==> config.mk <==
export PLATFORM = sky130hd
export DESIGN_NAME = fifo_queue_with_sum_filter_flat
export DESIGN_NICKNAME = d
export VERILOG_FILES = /design/src/fqsf_pkg.sv /design/src/fqsf_if.sv /design/src/fifo_queue_with_sum_filter.sv /design/src/fqsf_ctrl.sv /design/src/fqsf_dp.sv /design/src/flat_wrapper.sv
export SDC_FILE = /design/constraint.sdc
export NUM_CORES = 2
export LEC_CHECK = 0
export BUFFER_PORTS_ARGS = -buffer_cell sky130_fd_sc_hd__clkbuf_2
export CORE_MARGIN = 4
export CORE_UTILIZATION = 64
export CTS_BUF_LIST = sky130_fd_sc_hd__clkbuf_16
export DETAILED_ROUTE_END_ITERATION = 10
export PLACE_DENSITY = 0.8
export SLEW_MARGIN = 20
export SYNTH_ARGS = -nofsm -noshare
export SYNTH_HDL_FRONTEND = slang
export SYNTH_HIERARCHICAL = 1
export SYNTH_SLANG_ARGS = --single-unit
==> constraint.sdc <==
create_clock -name clk_i -period 7.5 [get_ports clk_i]
set_input_delay 0.375 -clock clk_i [delete_from_list [all_inputs] [get_ports clk_i]]
set_output_delay 0.375 -clock clk_i [all_outputs]
set_load 0.01 [all_outputs]
==> src/fqsf_pkg.sv <==
// Package for the FIFO queue with sum filter: sizes, codes, FSM states and control structs.
package fqsf_pkg;

  // Queue capacity and derived widths
  localparam int unsigned DEPTH   = 64;
  localparam int unsigned IDX_W   = $clog2(DEPTH);
  localparam int unsigned CNT_W   = $clog2(DEPTH + 1);
  localparam int unsigned DATA_W  = 32;
  localparam int unsigned FUNC_W  = 3;
  localparam int unsigned STAT_W  = 2;
  localparam int unsigned COUNT_W = 7;
  localparam int unsigned DIVC_W  = $clog2(DATA_W);

  // Operation codes carried in func
  typedef enum logic [FUNC_W-1:0] {
    OP_ENQ  = 3'd0,
    OP_DEQ  = 3'd1,
    OP_SUM  = 3'd2,
    OP_AVG  = 3'd3,
    OP_RNEG = 3'd4
  } op_e;

  // Result status codes
  typedef enum logic [STAT_W-1:0] {
    ST_OK    = 2'd0,
    ST_EMPTY = 2'd1,
    ST_FULL  = 2'd2
  } status_e;

  // Source of the result value
  typedef enum logic [1:0] {
    RES_ZERO,
    RES_SUM,
    RES_RDATA,
    RES_DIV
  } res_src_e;

  // Controller states
  typedef enum logic [3:0] {
    S_IDLE,
    S_EXEC,
    S_DQ_WAIT,
    S_DIV,
    S_DIV_END,
    S_RN_RD,
    S_RN_WR,
    S_RN_END,
    S_HOLD
  } state_e;

  // Commands from controller to datapath
  typedef struct packed {
    logic     req_ready;
    logic     enq_do;
    logic     deq_rd;
    logic     deq_do;
    logic     div_init;
    logic     div_step;
    logic     rn_init;
    logic     rn_rd;
    logic     rn_wr;
    logic     rn_end;
    logic     fin;
    res_src_e res_src;
    status_e  res_status;
    logic     out_load_new;
    logic     out_load_old;
  } cmd_t;

  // Status from datapath to controller
  typedef struct packed {
    logic              req_valid;
    logic [FUNC_W-1:0] func;
    logic              full;
    logic              empty;
    logic              div_last;
    logic              rn_last;
    logic              slot_free;
  } stat_t;

  // Ring index increment for any depth
  function automatic logic [IDX_W-1:0] wrap_next(input logic [IDX_W-1:0] idx);
    if (idx == IDX_W'(DEPTH - 1)) begin
      return '0;
    end
    return idx + IDX_W'(1);
  endfunction

  // Held count truncated or extended to the output field
  function automatic logic [COUNT_W-1:0] to_count(input logic [CNT_W-1:0] cnt);
    logic [CNT_W+COUNT_W-1:0] ext;
    ext = {{COUNT_W{1'b0}}, cnt};
    return ext[COUNT_W-1:0];
  endfunction

endpackage

==> src/fqsf_if.sv <==
// Valid/ready channel interfaces for request and response transactions.
interface fqsf_in_if import fqsf_pkg::*; ();
  logic                     valid;
  logic                     ready;
  logic [FUNC_W-1:0]        func;
  logic signed [DATA_W-1:0] value_in;

  modport source (output valid, func, value_in, input ready);
  modport sink   (input valid, func, value_in, output ready);
endinterface

interface fqsf_out_if import fqsf_pkg::*; ();
  logic                     valid;
  logic                     ready;
  logic signed [DATA_W-1:0] value_out;
  logic [STAT_W-1:0]        status;
  logic [COUNT_W-1:0]       count;

  modport source (output valid, value_out, status, count, input ready);
  modport sink   (input valid, value_out, status, count, output ready);
endinterface

==> src/fifo_queue_with_sum_filter.sv <==
// Top level of the FIFO queue with running sum, average and negative-value filter.
//
// Requests arrive on req_i (func, value_in) and each produces exactly one
// response on rsp_o (value_out, status, count). A transaction moves when
// valid and ready are both high at a rising clock edge.
// One request is worked on at a time; ready is high only while the
// controller is idle. The steps of each operation after acceptance:
//   enqueue, sum, unused codes, empty dequeue and average: execute step
//   dequeue: one registered memory read, then the result is taken
//   average: one quotient bit per cycle over 32 bits of sum
//   remove negatives: read then write per held entry, in separate
//   steps, then a step that sets the new tail, count and sum
// The response sits in an output register. If the receiver stalls, the
// finished result is parked and the controller waits until it can hand it
// over; no new request is taken in the meantime.
// Reset (rst_ni low) empties the queue: pointers, count, running sum and
// the output valid clear at once. Entry storage is not cleared.
module fifo_queue_with_sum_filter import fqsf_pkg::*; (
  input  logic       clk_i,
  input  logic       rst_ni,
  fqsf_in_if.sink    req_i,
  fqsf_out_if.source rsp_o
);

  cmd_t  cmd;
  stat_t stat;

  fqsf_ctrl u_ctrl (
    .clk_i  (clk_i),
    .rst_ni (rst_ni),
    .stat_i (stat),
    .cmd_o  (cmd)
  );

  fqsf_dp u_dp (
    .clk_i  (clk_i),
    .rst_ni (rst_ni),
    .req_i  (req_i),
    .rsp_o  (rsp_o),
    .cmd_i  (cmd),
    .stat_o (stat)
  );

  // Never enqueue into a full queue
  assert property (@(posedge clk_i) disable iff (!rst_ni) cmd.enq_do |-> !stat.full)
    else $error("enqueue issued while full");

  // Dequeue consumes read data fetched the cycle before
  assert property (@(posedge clk_i) disable iff (!rst_ni) cmd.deq_do |-> $past(cmd.deq_rd))
    else $error("dequeue without a preceding read");

  // Filter write step follows its read step
  assert property (@(posedge clk_i) disable iff (!rst_ni) cmd.rn_wr |-> $past(cmd.rn_rd))
    else $error("filter write without a preceding read");

  // Output register is only loaded when the slot is free
  assert property (@(posedge clk_i) disable iff (!rst_ni)
    (cmd.out_load_new || cmd.out_load_old) |-> stat.slot_free)
    else $error("output overwritten while stalled");

  // Request accepted only while no response is pending in the controller
  assert property (@(posedge clk_i) disable iff (!rst_ni)
    (req_i.valid && req_i.ready) |-> !cmd.fin)
    else $error("request accepted during a finishing step");

endmodule

==> src/fqsf_ctrl.sv <==
// Controller state machine: sequences each operation and the output handoff.
module fqsf_ctrl import fqsf_pkg::*; (
  input  logic  clk_i,
  input  logic  rst_ni,
  input  stat_t stat_i,
  output cmd_t  cmd_o
);

  state_e state_q, state_d;
  op_e    op;

  assign op = op_e'(stat_i.func);

  // State register
  always_ff @(posedge clk_i or negedge rst_ni) begin
    if (!rst_ni) begin
      state_q <= S_IDLE;
    end else begin
      state_q <= state_d;
    end
  end

  // Next state
  always_comb begin
    state_d = state_q;
    unique case (state_q)
      S_IDLE: begin
        if (stat_i.req_valid) state_d = S_EXEC;
      end
      S_EXEC: begin
        unique case (op)
          OP_DEQ:  state_d = stat_i.empty ? (stat_i.slot_free ? S_IDLE : S_HOLD) : S_DQ_WAIT;
          OP_AVG:  state_d = stat_i.empty ? (stat_i.slot_free ? S_IDLE : S_HOLD) : S_DIV;
          OP_RNEG: state_d = stat_i.empty ? S_RN_END : S_RN_RD;
          default: state_d = stat_i.slot_free ? S_IDLE : S_HOLD;
        endcase
      end
      S_DQ_WAIT, S_DIV_END, S_RN_END: begin
        state_d = stat_i.slot_free ? S_IDLE : S_HOLD;
      end
      S_DIV: begin
        if (stat_i.div_last) state_d = S_DIV_END;
      end
      S_RN_RD: state_d = S_RN_WR;
      S_RN_WR: state_d = stat_i.rn_last ? S_RN_END : S_RN_RD;
      S_HOLD: begin
        if (stat_i.slot_free) state_d = S_IDLE;
      end
      default: state_d = S_IDLE;
    endcase
  end

  // Command outputs
  always_comb begin
    cmd_o            = '0;
    cmd_o.res_src    = RES_ZERO;
    cmd_o.res_status = ST_OK;
    unique case (state_q)
      S_IDLE: cmd_o.req_ready = 1'b1;
      S_EXEC: begin
        unique case (op)
          OP_ENQ: begin
            cmd_o.enq_do     = !stat_i.full;
            cmd_o.fin        = 1'b1;
            cmd_o.res_status = stat_i.full ? ST_FULL : ST_OK;
          end
          OP_DEQ: begin
            cmd_o.deq_rd     = !stat_i.empty;
            cmd_o.fin        = stat_i.empty;
            cmd_o.res_status = stat_i.empty ? ST_EMPTY : ST_OK;
          end
          OP_SUM: begin
            cmd_o.fin     = 1'b1;
            cmd_o.res_src = RES_SUM;
          end
          OP_AVG: begin
            cmd_o.div_init   = !stat_i.empty;
            cmd_o.fin        = stat_i.empty;
            cmd_o.res_status = stat_i.empty ? ST_EMPTY : ST_OK;
          end
          OP_RNEG: cmd_o.rn_init = 1'b1;
          default: cmd_o.fin = 1'b1;
        endcase
      end
      S_DQ_WAIT: begin
        cmd_o.deq_do  = 1'b1;
        cmd_o.fin     = 1'b1;
        cmd_o.res_src = RES_RDATA;
      end
      S_DIV:     cmd_o.div_step = 1'b1;
      S_DIV_END: begin
        cmd_o.fin     = 1'b1;
        cmd_o.res_src = RES_DIV;
      end
      S_RN_RD:  cmd_o.rn_rd = 1'b1;
      S_RN_WR:  cmd_o.rn_wr = 1'b1;
      S_RN_END: begin
        cmd_o.rn_end = 1'b1;
        cmd_o.fin    = 1'b1;
      end
      S_HOLD:  cmd_o.out_load_old = stat_i.slot_free;
      default: cmd_o.req_ready = 1'b0;
    endcase
    cmd_o.out_load_new = cmd_o.fin && stat_i.slot_free;
  end

endmodule

==> src/fqsf_dp.sv <==
// Datapath: entry memory, ring pointers, running sum, divider, filter walk, output register.
module fqsf_dp import fqsf_pkg::*; (
  input  logic             clk_i,
  input  logic             rst_ni,
  fqsf_in_if.sink          req_i,
  fqsf_out_if.source       rsp_o,
  input  cmd_t             cmd_i,
  output stat_t            stat_o
);

  // Entry storage
  logic [DATA_W-1:0] mem [DEPTH];
  logic [DATA_W-1:0] rdata_q;

  // Queue state
  logic [IDX_W-1:0]  head_q, tail_q;
  logic [CNT_W-1:0]  count_q, count_d;
  logic [DATA_W-1:0] sum_q;

  // Latched request
  logic [FUNC_W-1:0] func_q;
  logic [DATA_W-1:0] value_q;

  // Divider state
  logic [DATA_W-1:0] dvd_q;
  logic [CNT_W-1:0]  rem_q;
  logic [DIVC_W-1:0] div_cnt_q;
  logic              neg_q;
  logic [CNT_W:0]    rem_sh, rem_sub;
  logic              rem_ge;
  logic [DATA_W-1:0] sum_mag;

  // Filter walk state
  logic [IDX_W-1:0]  rd_q, wr_q;
  logic [CNT_W-1:0]  rn_i_q, kept_q;
  logic [DATA_W-1:0] rs_q;
  logic              keep;

  // Result and output registers
  logic [DATA_W-1:0]  res_d, res_q;
  status_e            stat_q;
  logic [COUNT_W-1:0] cnt_res_q;
  logic               out_valid_q;
  logic [DATA_W-1:0]  out_value_q;
  logic [STAT_W-1:0]  out_status_q;
  logic [COUNT_W-1:0] out_count_q;

  logic accept;
  assign accept = req_i.valid && cmd_i.req_ready;
  assign keep   = !rdata_q[DATA_W-1];

  // Request capture
  always_ff @(posedge clk_i) begin
    if (accept) begin
      func_q  <= req_i.func;
      value_q <= req_i.value_in;
    end
  end

  // Memory write and registered read
  always_ff @(posedge clk_i) begin
    if (cmd_i.enq_do) begin
      mem[tail_q] <= value_q;
    end else if (cmd_i.rn_wr && keep) begin
      mem[wr_q] <= rdata_q;
    end
    if (cmd_i.deq_rd) begin
      rdata_q <= mem[head_q];
    end else if (cmd_i.rn_rd) begin
      rdata_q <= mem[rd_q];
    end
  end

  // Held count after this cycle's operation
  always_comb begin
    count_d = count_q;
    if (cmd_i.enq_do)      count_d = count_q + CNT_W'(1);
    else if (cmd_i.deq_do) count_d = count_q - CNT_W'(1);
    else if (cmd_i.rn_end) count_d = kept_q;
  end

  // Ring pointers, count and running sum
  always_ff @(posedge clk_i or negedge rst_ni) begin
    if (!rst_ni) begin
      head_q  <= '0;
      tail_q  <= '0;
      count_q <= '0;
      sum_q   <= '0;
    end else begin
      count_q <= count_d;
      if (cmd_i.enq_do) begin
        tail_q <= wrap_next(tail_q);
        sum_q  <= sum_q + value_q;
      end
      if (cmd_i.deq_do) begin
        head_q <= wrap_next(head_q);
        sum_q  <= sum_q - rdata_q;
      end
      if (cmd_i.rn_end) begin
        tail_q <= wr_q;
        sum_q  <= rs_q;
      end
    end
  end

  // Restoring divider, one quotient bit per cycle on the magnitude
  assign sum_mag = sum_q[DATA_W-1] ? (~sum_q + DATA_W'(1)) : sum_q;
  assign rem_sh  = {rem_q, dvd_q[DATA_W-1]};
  assign rem_ge  = rem_sh >= {1'b0, count_q};
  assign rem_sub = rem_sh - {1'b0, count_q};

  always_ff @(posedge clk_i) begin
    if (cmd_i.div_init) begin
      dvd_q     <= sum_mag;
      rem_q     <= '0;
      div_cnt_q <= '0;
      neg_q     <= sum_q[DATA_W-1];
    end else if (cmd_i.div_step) begin
      rem_q     <= rem_ge ? rem_sub[CNT_W-1:0] : rem_sh[CNT_W-1:0];
      dvd_q     <= {dvd_q[DATA_W-2:0], rem_ge};
      div_cnt_q <= div_cnt_q + DIVC_W'(1);
    end
  end

  // Negative-value filter walk
  always_ff @(posedge clk_i) begin
    if (cmd_i.rn_init) begin
      rd_q   <= head_q;
      wr_q   <= head_q;
      rn_i_q <= '0;
      kept_q <= '0;
      rs_q   <= '0;
    end else if (cmd_i.rn_wr) begin
      rd_q   <= wrap_next(rd_q);
      rn_i_q <= rn_i_q + CNT_W'(1);
      if (keep) begin
        wr_q   <= wrap_next(wr_q);
        kept_q <= kept_q + CNT_W'(1);
        rs_q   <= rs_q + rdata_q;
      end
    end
  end

  // Result select
  always_comb begin
    unique case (cmd_i.res_src)
      RES_ZERO:  res_d = '0;
      RES_SUM:   res_d = sum_q;
      RES_RDATA: res_d = rdata_q;
      RES_DIV:   res_d = neg_q ? (~dvd_q + DATA_W'(1)) : dvd_q;
      default:   res_d = '0;
    endcase
  end

  // Saved result for a stalled handoff
  always_ff @(posedge clk_i) begin
    if (cmd_i.fin) begin
      res_q     <= res_d;
      stat_q    <= cmd_i.res_status;
      cnt_res_q <= to_count(count_d);
    end
  end

  // Output register
  always_ff @(posedge clk_i or negedge rst_ni) begin
    if (!rst_ni) begin
      out_valid_q <= 1'b0;
    end else if (cmd_i.out_load_new || cmd_i.out_load_old) begin
      out_valid_q <= 1'b1;
    end else if (rsp_o.ready) begin
      out_valid_q <= 1'b0;
    end
  end

  always_ff @(posedge clk_i) begin
    if (cmd_i.out_load_new) begin
      out_value_q  <= res_d;
      out_status_q <= cmd_i.res_status;
      out_count_q  <= to_count(count_d);
    end else if (cmd_i.out_load_old) begin
      out_value_q  <= res_q;
      out_status_q <= stat_q;
      out_count_q  <= cnt_res_q;
    end
  end

  assign req_i.ready     = cmd_i.req_ready;
  assign rsp_o.valid     = out_valid_q;
  assign rsp_o.value_out = out_value_q;
  assign rsp_o.status    = out_status_q;
  assign rsp_o.count     = out_count_q;

  // Status to the controller
  assign stat_o.req_valid = req_i.valid;
  assign stat_o.func      = func_q;
  assign stat_o.full      = count_q == CNT_W'(DEPTH);
  assign stat_o.empty     = count_q == '0;
  assign stat_o.div_last  = div_cnt_q == DIVC_W'(DATA_W - 1);
  assign stat_o.rn_last   = rn_i_q == (count_q - CNT_W'(1));
  assign stat_o.slot_free = !out_valid_q || rsp_o.ready;

endmodule
==> src/flat_wrapper.sv <==
// flat-port wrapper written by rule: the top's interface ports become plain ports
module fifo_queue_with_sum_filter_flat import fqsf_pkg::*;
  (clk_i, rst_ni, req_i_valid, req_i_func, req_i_value_in, req_i_ready, rsp_o_valid, rsp_o_value_out, rsp_o_status, rsp_o_count, rsp_o_ready);
  fqsf_in_if req_i_i ();
  fqsf_out_if rsp_o_i ();
  input  logic clk_i;
  input  logic rst_ni;
  input wire logic [$bits(req_i_i.valid)-1:0] req_i_valid;
  input wire logic [$bits(req_i_i.func)-1:0] req_i_func;
  input wire logic [$bits(req_i_i.value_in)-1:0] req_i_value_in;
  output wire logic [$bits(req_i_i.ready)-1:0] req_i_ready;
  output wire logic [$bits(rsp_o_i.valid)-1:0] rsp_o_valid;
  output wire logic [$bits(rsp_o_i.value_out)-1:0] rsp_o_value_out;
  output wire logic [$bits(rsp_o_i.status)-1:0] rsp_o_status;
  output wire logic [$bits(rsp_o_i.count)-1:0] rsp_o_count;
  input wire logic [$bits(rsp_o_i.ready)-1:0] rsp_o_ready;
  assign req_i_i.valid = req_i_valid;
  assign req_i_i.func = req_i_func;
  assign req_i_i.value_in = req_i_value_in;
  assign req_i_ready = req_i_i.ready;
  assign rsp_o_valid = rsp_o_i.valid;
  assign rsp_o_value_out = rsp_o_i.value_out;
  assign rsp_o_status = rsp_o_i.status;
  assign rsp_o_count = rsp_o_i.count;
  assign rsp_o_i.ready = rsp_o_ready;
  fifo_queue_with_sum_filter u_core (.clk_i(clk_i), .rst_ni(rst_ni), .req_i(req_i_i), .rsp_o(rsp_o_i));
endmodule
== Word level (Yosys, flattened, before mapping) ==
Memories as Yosys holds them, arrays and structs flattened. A register that Yosys moved wholly into a read port is not among the register bits.
Cells that the tools add are included.

* Order comparisons: 1
* Equal/unequal tests: 26
* Reduce and logical (&&, ||, !) cells: 26
* Multiplexer cells: 89
* Divide/modulo/power cells: 0
* Multiply operators: 0
* Shift-type cells: 0
* Bitwise gates (word level): 3
* $add $sub $neg: 15

{| class="wikitable"
|+ Operator list
! kind !! count
|-
| $mux 32 || 12
|-
| $pmux 32 s4 || 1
|-
| $mux 6 || 17
|-
| $add 32x1->32 const B || 2
|-
| $add 32x32->32 || 2
|-
| $not 32->32 || 2
|-
| $mux 7 || 6
|-
| $mux 1 || 34
|-
| $reduce_or 32->1 || 1
|-
| $sub 32x32->32 || 1
|-
| $pmux 4 s7 || 1
|-
| $add 6x1->6 const B || 4
|-
| $eq 6x6->1 const B || 4
|-
| $mux 4 || 6
|-
| $add 7x1->7 const B || 3
|-
| $eq 4x3->1 const B || 4
|-
| $mux 2 || 7
|-
| $pmux 4 s3 || 1
|-
| $reduce_bool 2->1 || 6
|-
| $eq 4x2->1 const B || 2
|-
| $ge 8x7->1 || 1
|-
| $eq 7x7->1 || 1
|-
| $eq 7x7->1 const B || 1
|-
| $logic_not 7->1 || 1
|-
| 28 further kinds || 40
|}

* Latch bits: 0
* Input port bits: 39
* Memory bits (writable): 2048
* Logic and storage cells: 185
* ROM bits: 0
* Memories: 1
* Flip-flop bits (word level): 308

{| class="wikitable"
|+ Memories
! name !! words !! bits a word !! read ports !! clocked after memory_dff !! wr ports !! RTL line !! RTL
|-
| u_core.u_dp.mem || 64 || 32 || 2 || 1 || 1 || fqsf_dp.sv:12 || <nowiki>logic [DATA_W-1:0] mem [DEPTH];</nowiki>
|}

== Depth between registers and ports, before layout ==
* Depth in word-level cells: 9
* Gate-level depth with buffers: 21
* Depth with buffers taken out: 21

== Cells and area by module ==
Netlist, hierarchy kept.

{| class="wikitable"
|+ Modules (own cells, without submodules)
! module !! cells each !! seq. area each (um^2) !! times used !! area an instance (um^2)
|-
| fqsf_dp || 6248 || 69907.0 || 1 || 112832.0
|-
| fqsf_ctrl || 62 || 100.1 || 1 || 521.8
|}

== Worst setup path before layout ==
OpenSTA, ideal clock, no wires.

* Path kind: flip-flop to flip-flop
* Start point: register u_core.u_ctrl.state_q[1]
* End point: memory u_core.u_dp.mem[0][0], data pin
* Stages on the path, launching flop included: 8
* Setup slack: 2.132 ns
* Arrival time: 4.666 ns
* Clock period less this slack: 5.368 ns
* Required time: 6.798 ns
* Buffers on the path: 3
* Cell sequence: dfrtp_1 > or4b_1 > buf_6 > nor4b_2 > nor2_1 > clkbuf_1 > buf_1 > o21ai_0

{| class="wikitable"
|+ RTL lines
! element !! RTL line !! RTL
|-
| from (decl) || fqsf_ctrl.sv:9 || <nowiki>state_e state_q, state_d;</nowiki>
|-
| from (signal assigned) || fqsf_ctrl.sv:19 || <nowiki>state_q <= state_d;</nowiki>
|-
| to (decl) || fqsf_dp.sv:12 ||
|}

==> summary.md <==
| Metric | Value |
|---|---|
| Fillers | `10.1k` |
| Bufs on Longest Clock Path | `3` |
| Worst-margin pin slew | `1.13 ns` |
| Final WL | `339 mm` |
| RSZ-0062 raised after global routing | `no` |
| Synth Register Bits | `2,362` |
| Clock sinks | `2,362` |
| Worst EP required | `8.01 ns` |
| Via/cell ratio | `7.72` |
| Clock skew | `0.0775 ns` |
| Crit path launch type | `flop` |
| Critical Path Max Stage Delay | `1.10 ns` |
| Initial antenna violation count | `40` |
| Core area | `176,000 um2` |
| Die area | `184,000 um2` |
| Post-route ant nets | `0` |
| Syn_nets | `6,435` |
| Synth unique cells | `86` |
| WS Path Type | `reg -> reg` |
| Largest net degree at the start of global routing | `131` |
| Starting Density | `0.644` |
| Synthesized area per cell | `18.0 um2` |
| Fmax | `0.193 GHz` |
| Leak pwr | `40.7 nW` |
| HP Class | `in -> async` |
| Final clock period utilization by the worst path | `0.690` |
| Total power | `49.0 mW` |
| Endpoints failing setup | `0` |
| Slew Viols, Final | `0` |
| RD Place Congestion | `0.938` |
| Die H | `429 um` |
| # IOs | `82` |
| Final min period | `5.18 ns` |
| Met2 wire len | `159 mm` |
| Reg2reg setup slack | `2.32 ns` |
| Seq/Total Area, Yosys | `0.618` |
| Post-synth ARST share | `0.0237` |
| Share of cells above drive strength 1 | `0.295` |
| Crit-path cells | `inv_1, nor4b_2, nor2b_2, buf_4, nand2_1, o21ai_0, nand2_1, nor2_4` |
| Total track usage | `0.370` |
| Met1 WL | `112 mm` |
| Reg clk slew, reported paths | `0.06 ns` |
| TritonCTS buffer count | `235` |
| Row count | `154` |
| H-tree depth | `4` |
| Crit path top cell by count | `nand2_1` |
| Worst-skew pair later-pin latency | `0.91 ns` |
| Port bufs | `81` |
| Chip width | `429 um` |
| Nets | `6,504` |
| CP arrival | `5.68 ns` |
| CP Depth | `8` |
| Worst Reg-to-Reg Cells | `8` |
| Crit. End Element | `flop` |
| Total gr overflow | `0` |
| Synth Cell Area | `113,000 um2` |
| Max FO, Critical Path | `32` |
| Vias post-DR | `68.9k` |
| Mapped Cells | `6,310` |
| Status | `finished clean` |
| R2R Path End | `u_core/u_dp/mem[43][4]` |
| Reg2reg start | `u_core/u_ctrl/state_q[1]` |
| Clock Tree Root | `clkbuf_16` |
| Vias in the first global route | `67.6k` |
| Most used flip-flop cell after synthesis | `edfxtp_1` |
| Post-cts resize count | `0` |
| Drt drc | `0` |
| CP top delay family | `simple AND/OR/NAND/NOR gates` |
| Final hold viol count | `0` |
| Initial DRC count | `11.8k` |
| Metal3 WL | `52.7 mm` |
| Pre-antenna DRT Iters | `7` |
| CP startpoint | `u_core/u_ctrl/state_q[1]` |
| First-pass GRT wire length | `490 mm` |
| Cts hold-fix bufs | `38` |
| Max transition margin | `0.242` |
| Setup Buffers After CTS | `0` |
| Yosys Warn Count | `6` |
| PD cells | `390 nW/um2` |
| Clock tree from TritonCTS | `yes` |
| Max-Cap Viols | `0` |
| Routed WL per cell | `37.9 um` |
| Setup TNS | `0 ns` |
| WP buf/inv | `2` |
| Area growth syn-to-layout | `11.0%` |
| CP max-delay cell | `nor2_4` |
| Worst setup endpoint | `u_core/u_dp/mem[43][4]` |
| Post-synth EDFFs | `2,242` |
| Max layer used | `met5` |
| Detail Placement HPWL | `208 mm` |
| Maximum VDD drop | `317 uV` |
==> where the power goes <==
part / leakage (nW) / total [mW] / switching, mW / internal (mW)
clock network: 4.00 / 12.1 / 5.24 / 6.84
logic: 15.3 / 19.7 / 11.6 / 8.06
registers: 21.4 / 17.3 / 1.06 / 16.2
total: 40.7 / 49.0 / 17.9 / 31.1
==> metal layers <==
metal | global-route usage | vias up
met5 | 0 | -
met4 | 0.119 | 38
met3 | 0.127 | 999
met2 | 0.573 | 5923
met1 | 0.503 | 35275
li1 | - | 26673
==> logic make-up after synthesis <==
kind of cell | count (synthesis) | synth area share
buf+inv | 508 | 0.0176
fa+ha+maj | 86 | 0.00969
xor+xnor | 179 | 0.0138
mux | 1541 | 0.261
flops | 2362 | 0.618
simple gates | 816 | 0.0336
compound gates | 818 | 0.0463
==> cell type report <==
cell class	instances	area, um2	share of cell area
multi-input cells	3440	42000	0.334
clock buffers	236	5910	0.0469
flip-flops and latches	2362	70000	0.557
well taps	2340	2930	0.0233
inverters	58	223	0.00177
repair buffers	282	2710	0.0215
diodes	7	17.5	0.000139
clock inverters	203	1990	0.0158
==> worst min-delay path, cell delays in order <==
cell and delay [ns]:
dlygate4sd3_1 0.52, clkbuf_2 0.10, buf_4 0.69
==> worst min-delay path by stage <==
stage | startpoint | to | slack [ns] | depth (start not counted)
2_1_floorplan | rst_ni | u_core/u_ctrl/state_q[0] | 0.08 | 0
3_3_place_gp | u_core/u_dp/rs_q[17] | u_core/u_dp/rs_q[17] | 0.46 | 2
3_5_place_dp | u_core/u_dp/rs_q[17] | u_core/u_dp/rs_q[17] | 0.47 | 2
4_1_cts | req_i_value_in[25] | u_core/u_dp/value_q[25] | 0.19 | 2
5_1_grt | req_i_value_in[28] | u_core/u_dp/value_q[28] | 0.23 | 2
6_report | rst_ni | u_core/u_dp/tail_q[1] | 0.24 | 3
==> sequential cells by signal, summed over array words and instances (netlist names), 32 cells and up, named ones only <==
name	cells
u_core/u_dp/res_q	32
u_core/u_dp/rs_q	32
u_core/u_dp/rdata_q	32
u_core/u_dp/sum_q	32
u_core/u_dp/mem	2048
u_core/u_dp/rsp_o.value_out	32
u_core/u_dp/dvd_q	32
u_core/u_dp/value_q	32
==> cell usage in the layout, fill, tap and decap left out, types with 104 or more instances in the layout <==
master        n
a21oi_1     251
nand2_1     260
xor2_1      104
o21ai_0     147
nor2_1      214
clkbuf_16   236
mux2i_1     310
edfxtp_1   2242
buf_4       112
mux4_2     1125
o221ai_1    116
==> metrics by stage <==
step | setup WS (ns) | hold slack [ns] | instance area (um2) | std cells | util
4_1_cts | 2.41 | 0.195 | 125000 | 8908 | 0.713
3_3_place_gp | 2.55 | 0.459 | 117000 | 8412 | 0.663
6_report | 2.32 | 0.242 | 126000 | 8928 | 0.714
5_1_grt | 2.14 | 0.225 | 126000 | 8921 | 0.714
3_5_place_dp | 2.44 | 0.468 | 117000 | 8431 | 0.666
2_1_floorplan | 2.13 | 0.0794 | 113000 | 6310 | -
==> cells in the mapped netlist, drive strengths merged (44+ instances only) <==
library cell | n | area, um2
nor3 | 44 | 220
clkbuf | 293 | 1100
ha | 83 | 1040
dfrtp | 56 | 1400
o221ai | 116 | 1020
dfxtp | 64 | 1280
mux2 | 106 | 1190
mux4 | 1125 | 25300
a211oi | 62 | 465
xnor2 | 75 | 657
o21ai | 154 | 771
inv | 57 | 214
buf | 157 | 673
mux2i | 310 | 3100
a21oi | 251 | 1260
edfxtp | 2242 | 67300
o22ai | 79 | 494
xor2 | 104 | 911
nor2 | 283 | 1070
nand2 | 261 | 980
(Power assumes the default switching activity.)
